==> src/hdl/mvpm_pkg.sv <==
// ----------------------------------------------------------------------------
// mvpm_pkg
// Shared types, constants and the mu-law decoder for the voice playback mixer.
// ----------------------------------------------------------------------------
package mvpm_pkg;

  localparam int Players    = 16;
  localparam int QueueDepth = 8192;
  localparam int PW         = $clog2(Players);
  localparam int QW         = $clog2(QueueDepth);
  localparam int CW         = QW + 1;
  localparam int AW         = PW + QW;
  localparam int QueueLen   = 4;

  localparam logic [14:0] SpeakThreshold = 15'd700;
  localparam logic [3:0]  SpeakLoad      = 4'd12;
  localparam logic [6:0]  VolReset       = 7'd100;

  typedef enum logic [1:0] {
    FN_PUSH = 2'd0,
    FN_MIX  = 2'd1,
    FN_TICK = 2'd2,
    FN_MUTE = 2'd3
  } func_t;

  // one classified word in the queue between front and back
  typedef struct packed {
    func_t              func;
    logic [3:0]         player;
    logic signed [15:0] sample;
    logic               frame_last;
    logic               mute_on;
    logic signed [15:0] left_in;
    logic signed [15:0] right_in;
    logic               frame_odd;
  } cmd_t;

  typedef enum logic [2:0] {
    ST_IDLE,
    ST_RD,
    ST_MUL,
    ST_ACC,
    ST_OUT
  } bst_t;

  // G.711 mu-law expansion
  function automatic logic signed [15:0] decode_mulaw(input logic [7:0] b);
    logic [7:0]  v;
    logic [15:0] mag;
    v   = ~b;
    mag = ((16'({v[3:0], 3'b000}) + 16'h84) << v[6:4]) - 16'h84;
    return v[7] ? -$signed(mag) : $signed(mag);
  endfunction

endpackage

==> src/hdl/mvpm_front.sv <==
// ----------------------------------------------------------------------------
// mvpm_front
// Accepts input words, decodes mu-law and pushes classified words to a FIFO.
// ----------------------------------------------------------------------------
module mvpm_front (
  input  logic                 clk,
  input  logic                 rst_n,
  input  logic                 in_valid,
  output logic                 in_ready,
  input  logic [1:0]           in_func,
  input  logic [3:0]           in_player,
  input  logic [7:0]           in_code_byte,
  input  logic                 in_frame_last,
  input  logic                 in_mute_on,
  input  logic signed [15:0]   in_left_in,
  input  logic signed [15:0]   in_right_in,
  input  logic                 in_frame_odd,
  output logic                 q_valid,
  input  logic                 q_pop,
  output mvpm_pkg::cmd_t       q_head
);
  localparam int LW = $clog2(mvpm_pkg::QueueLen);

  mvpm_pkg::cmd_t  fifo_r [mvpm_pkg::QueueLen];
  logic [LW-1:0]   wp_r, rp_r;
  logic [LW:0]     cnt_r;
  logic            push;
  mvpm_pkg::cmd_t  cmd;

  assign in_ready = (cnt_r != (LW+1)'(mvpm_pkg::QueueLen));
  assign push     = in_valid && in_ready;
  assign q_valid  = (cnt_r != '0);
  assign q_head   = fifo_r[rp_r];

  // classify and decode
  always_comb begin
    cmd.func       = mvpm_pkg::func_t'(in_func);
    cmd.player     = in_player;
    cmd.sample     = mvpm_pkg::decode_mulaw(in_code_byte);
    cmd.frame_last = in_frame_last;
    cmd.mute_on    = in_mute_on;
    cmd.left_in    = in_left_in;
    cmd.right_in   = in_right_in;
    cmd.frame_odd  = in_frame_odd;
  end

  always_ff @(posedge clk) begin
    if (push) fifo_r[wp_r] <= cmd;
  end

  always_ff @(posedge clk) begin
    if (!rst_n) begin
      wp_r <= '0; rp_r <= '0; cnt_r <= '0;
    end else begin
      if (push) wp_r <= wp_r + 1'b1;
      if (q_pop) rp_r <= rp_r + 1'b1;
      cnt_r <= cnt_r + (LW+1)'(push) - (LW+1)'(q_pop);
    end
  end

  a_no_pop_empty: assert property (@(posedge clk) disable iff (!rst_n)
    q_pop |-> q_valid) else $error("pop on empty queue");
  a_cnt_max: assert property (@(posedge clk) disable iff (!rst_n)
    cnt_r <= (LW+1)'(mvpm_pkg::QueueLen)) else $error("queue overflow");
  a_push_ready: assert property (@(posedge clk) disable iff (!rst_n)
    (in_valid && !in_ready) |=> cnt_r != '0) else $error("stalled while empty");
endmodule

==> config.mk <==
export PLATFORM = sky130hd
export DESIGN_NAME = mvpm_front
export DESIGN_NICKNAME = d
export VERILOG_FILES = /design/src/hdl/mvpm_pkg.sv /design/src/hdl/mvpm_front.sv
export SDC_FILE = /design/constraint.sdc
export NUM_CORES = 1
export LEC_CHECK = 0
export ABC_AREA = 1
export BUFFER_PORTS_ARGS = -buffer_cell sky130_fd_sc_hd__clkbuf_2
export CAP_MARGIN = 5
export CORE_MARGIN = 2
export CORE_UTILIZATION = 55
export DETAILED_ROUTE_END_ITERATION = 8
export PLACE_DENSITY = 0.76
export RECOVER_POWER = 100
export SLEW_MARGIN = 20
export SYNTH_ARGS = -nofsm -noshare
export SYNTH_HDL_FRONTEND = slang
export SYNTH_SLANG_ARGS = --single-unit
==> constraint.sdc <==
create_clock -name clk -period 4.8 [get_ports clk]
set_input_delay 0.96 -clock clk [delete_from_list [all_inputs] [get_ports clk]]
set_output_delay 0.96 -clock clk [all_outputs]
set_load 0.05 [all_outputs]
==> key figures <==
Status
  – Status: finished, violations left
  – Failing checks: max-capacitance violations, max-slew violations

Routing
  – Via/cell ratio: 5.51
  – WL/cell: 16.9 um
  – Vias: 6123
  – DR pass1 iterations: 5
  – WL final: 18800 um
  – Iter 0 DRT Violations: 374
  – DRC viols: 0
  – ANT nets after route: 0

Pwr
  – Leakage: 0.00391 uW
  – PwrDens: 488 nW/um2
  – Total power: 5320 uW
  – Max VDD drop: 298 uV

CTS
  – CTS Hold Buffers Added: 0
  – Post-CTS setup buffer count: 0
  – Clock latency on the worst-skew pair: 510 ps
  – Clock tree buffer depth: 3
  – Root Buffer: clkbuf_16
  – Num Clock Sinks: 229
  – CTS resizes: 0
  – Worst-path clk slew: 60 ps
  – CTS Buf Count: 24
  – Htree depth: 1
  – CTS tree: built

GRT
  – Tot GR Track Use: 20.2%
  – Largest net degree at the start of global routing: 74
  – Met1 Track Usage GR: 26.1%
  – First-pass GRT wire length: 28900 um
  – Initial antenna violation count: 0
  – Grt peak-use layer: met2
  – Vias in the first global route: 5790
  – Total gr overflow: 0
  – M3 GR Usage: 2.88%
  – Met2 Usage GRT: 35.8%

Synth
  – Sequential share of the synthesized area: 71.2%
  – Synth Flop Type: edfxtp_1
  – Area fraction of the dominant cell type after synthesis: 69.4%
  – Compound-cell area share of the yosys netlist: 10.6%
  – Yosys warns: 0
  – Synth area leader: edfxtp_1
  – Synthesis-stage register bit count: 229
  – Syn_area_per_cell: 12.5 um2
  – XOR/XNOR Fraction of Synth Area: 0.644%
  – Number of flops mapped to enable cells by yosys: 220
  – Simple-gate share of the synthesized area: 12.3%
  – Synth unique cells: 33
  – Largest family of logic cells by synthesized area: simple AND/OR/NAND/NOR gates
  – Syn Std Cell Area: 9530 um2
  – Cells after Synth: 765
  – Top post-synthesis cells by area: edfxtp_1, o21ai_0, nor2_1
  – Post-synth ARST share: 0%
  – Area share of fa/ha/maj cells after synthesis: 1.52%
  – Multiplexer share of the synthesized area: 0%

Hold path
  – Cell depth of the worst hold path: 1
  – Hold WC Path Type: reg -> reg

Setup path
  – CP Launch Type: flop
  – CP max stage delay: 860 ps
  – Crit end category: output pin
  – Max stage delay cell, worst path: clkbuf_2
  – Critical path class: reg -> out
  – Worst Reg-to-Reg Cells: 5
  – CP cell instances: buf_4 -> inv_1 -> clkbuf_2 -> o21ai_0 -> o22ai_1 -> clkbuf_1
  – Critical Path Fanout Max: 55
  – CP required: 3840 ps
  – Arr. time, crit path: 3110 ps

Timing
  – Maximum clock rate: 0.246 GHz
  – Crit share post-route: 84.8%
  – Final Slew Violations: 74
  – Setup TNS: 0 ps
  – Final Hold Viols: 0
  – Final Worst Setup Slack: 731 ps
  – # setup viols final: 0
  – Slew HR: -89.2%
  – RSZ-0062 raised after global routing: false
  – Clk_skew: 12.3 ps
  – Final min period: 4070 ps
  – Least-Margin Pin Slew: 2830 ps

Floorplan
  – Core area: 17100 um2
  – Initial core utilization: 55.7%
  – IO Pins: 112
  – Die Wd: 136 um
  – Die area: 18400 um2
  – Die Y: 136 um
  – Rows: 48

Placed design
  – Gpl congestion: 0.884
  – Area post-placement: 10300 um2
  – Pre-CTS setup slack: 1500 ps
  – I/O Buffers: 109
  – Detailed placement HPWL: 11300 um

Cells and area
  – Ant. Diodes: 0
  – Layout cells sized above 1: 14.1%
  – Fin util: 63.7%
  – Area grow syn2layout: 14.5%
  – Final nets: 934
  – Final instance area: 10900 um2

Flow run
  – Max-cap check violation count: 3
==> cell type report <==
type,instances,area [um2]
fillers,1315,6210
inverters,45,171
flip-flops and latches,229,6790
well taps,225,282
clock inverters,13,133
clock buffers,29,649
multi-input cells,451,2330
repair buffers,119,549
==> cell usage in the layout, fill, tap and decap left out, drive strengths merged <==
master,synthesis,layout
dfxtp,9,9
buf,5,7
ha,10,10
clkinv,0,9
xor2,6,6
a31oi,1,1
o22ai,55,55
inv,45,45
conb,1,2
nor3,1,1
a21oi,8,8
edfxtp,220,220
fa,1,1
nand2,82,82
o21bai,1,1
clkbuf,36,141
xnor2,1,1
clkinvlp,0,2
nor2,131,131
o21ai,119,119
nand3,27,27
or2,1,1
bufinv,0,2
nand4,5,5
==> logic make-up after synthesis <==
| logic type | count (synthesis) |
|---|---|
| AOI/OAI and AO/OA | 184 |
| xor gates and xnor gates | 7 |
| adders and majority gates | 11 |
| buffers and inverters | 86 |
| DFF | 229 |
| other | 1 |
| and+or+nand+nor | 247 |
==> synth_stat cells (8+ instances only) <==
library cell	instances
edfxtp_1	220
nor2_1	125
o21ai_0	119
nand2_1	60
o22ai_1	55
clkbuf_1	36
inv_1	36
nand2_2	18
nand3_1	18
ha_1	10
dfxtp_1	9
inv_2	8
==> per-layer routing <==
| metal | share of wire (%) | vias to the layer above |
|---|---|---|
| met5 | 0 | - |
| met4 | 2.1 | 0 |
| met3 | 5.5 | 28 |
| met2 | 50 | 159 |
| met1 | 43 | 2982 |
| li1 | - | 2954 |
==> stage by stage <==
| step | instances | hold slack [ps] |
|---|---|---|
| floorplan | 766 | 412 |
| global placement | 1069 | 427 |
| detailed placement | 1069 | 437 |
| CTS | 1111 | 446 |
| global route | 1111 | 452 |
| finish | 1111 | 443 |
==> path summary, 6_finish.rpt <==
check                start            end  slack (ps)
setup / recovery      flop     q_head[40]         730
hold / removal     rp_r[1]        rp_r[1]         440
setup reg to reg  cnt_r[1]  fifo_r[1][11]        1150
hold reg to reg    rp_r[1]        rp_r[1]         440
==> power by group <==
group | leakage, uW | switching [uW] | total, uW | internal [uW]
Sequential | 0.00209 | 63.7 | 2520 | 2460
Combinational | 0.00144 | 807 | 1010 | 202
Clock | 0.000382 | 721 | 1790 | 1070
==> flip-flops by register name, indices dropped and copies added (netlist names), named ones only <==
| signal | cells |
|---|---|
| fifo_r | 220 |
| cnt_r | 3 |
| rp_r | 2 |
| wp_r | 2 |
==> worst max-delay path: cells and delay by family, from the launching register on <==
kind,cells,cell delay (ps)
buffers and inverters,4,1710
AOI/OAI and AO/OA,2,480
DFF,1,400
Power figures use the tool's default switching activity.
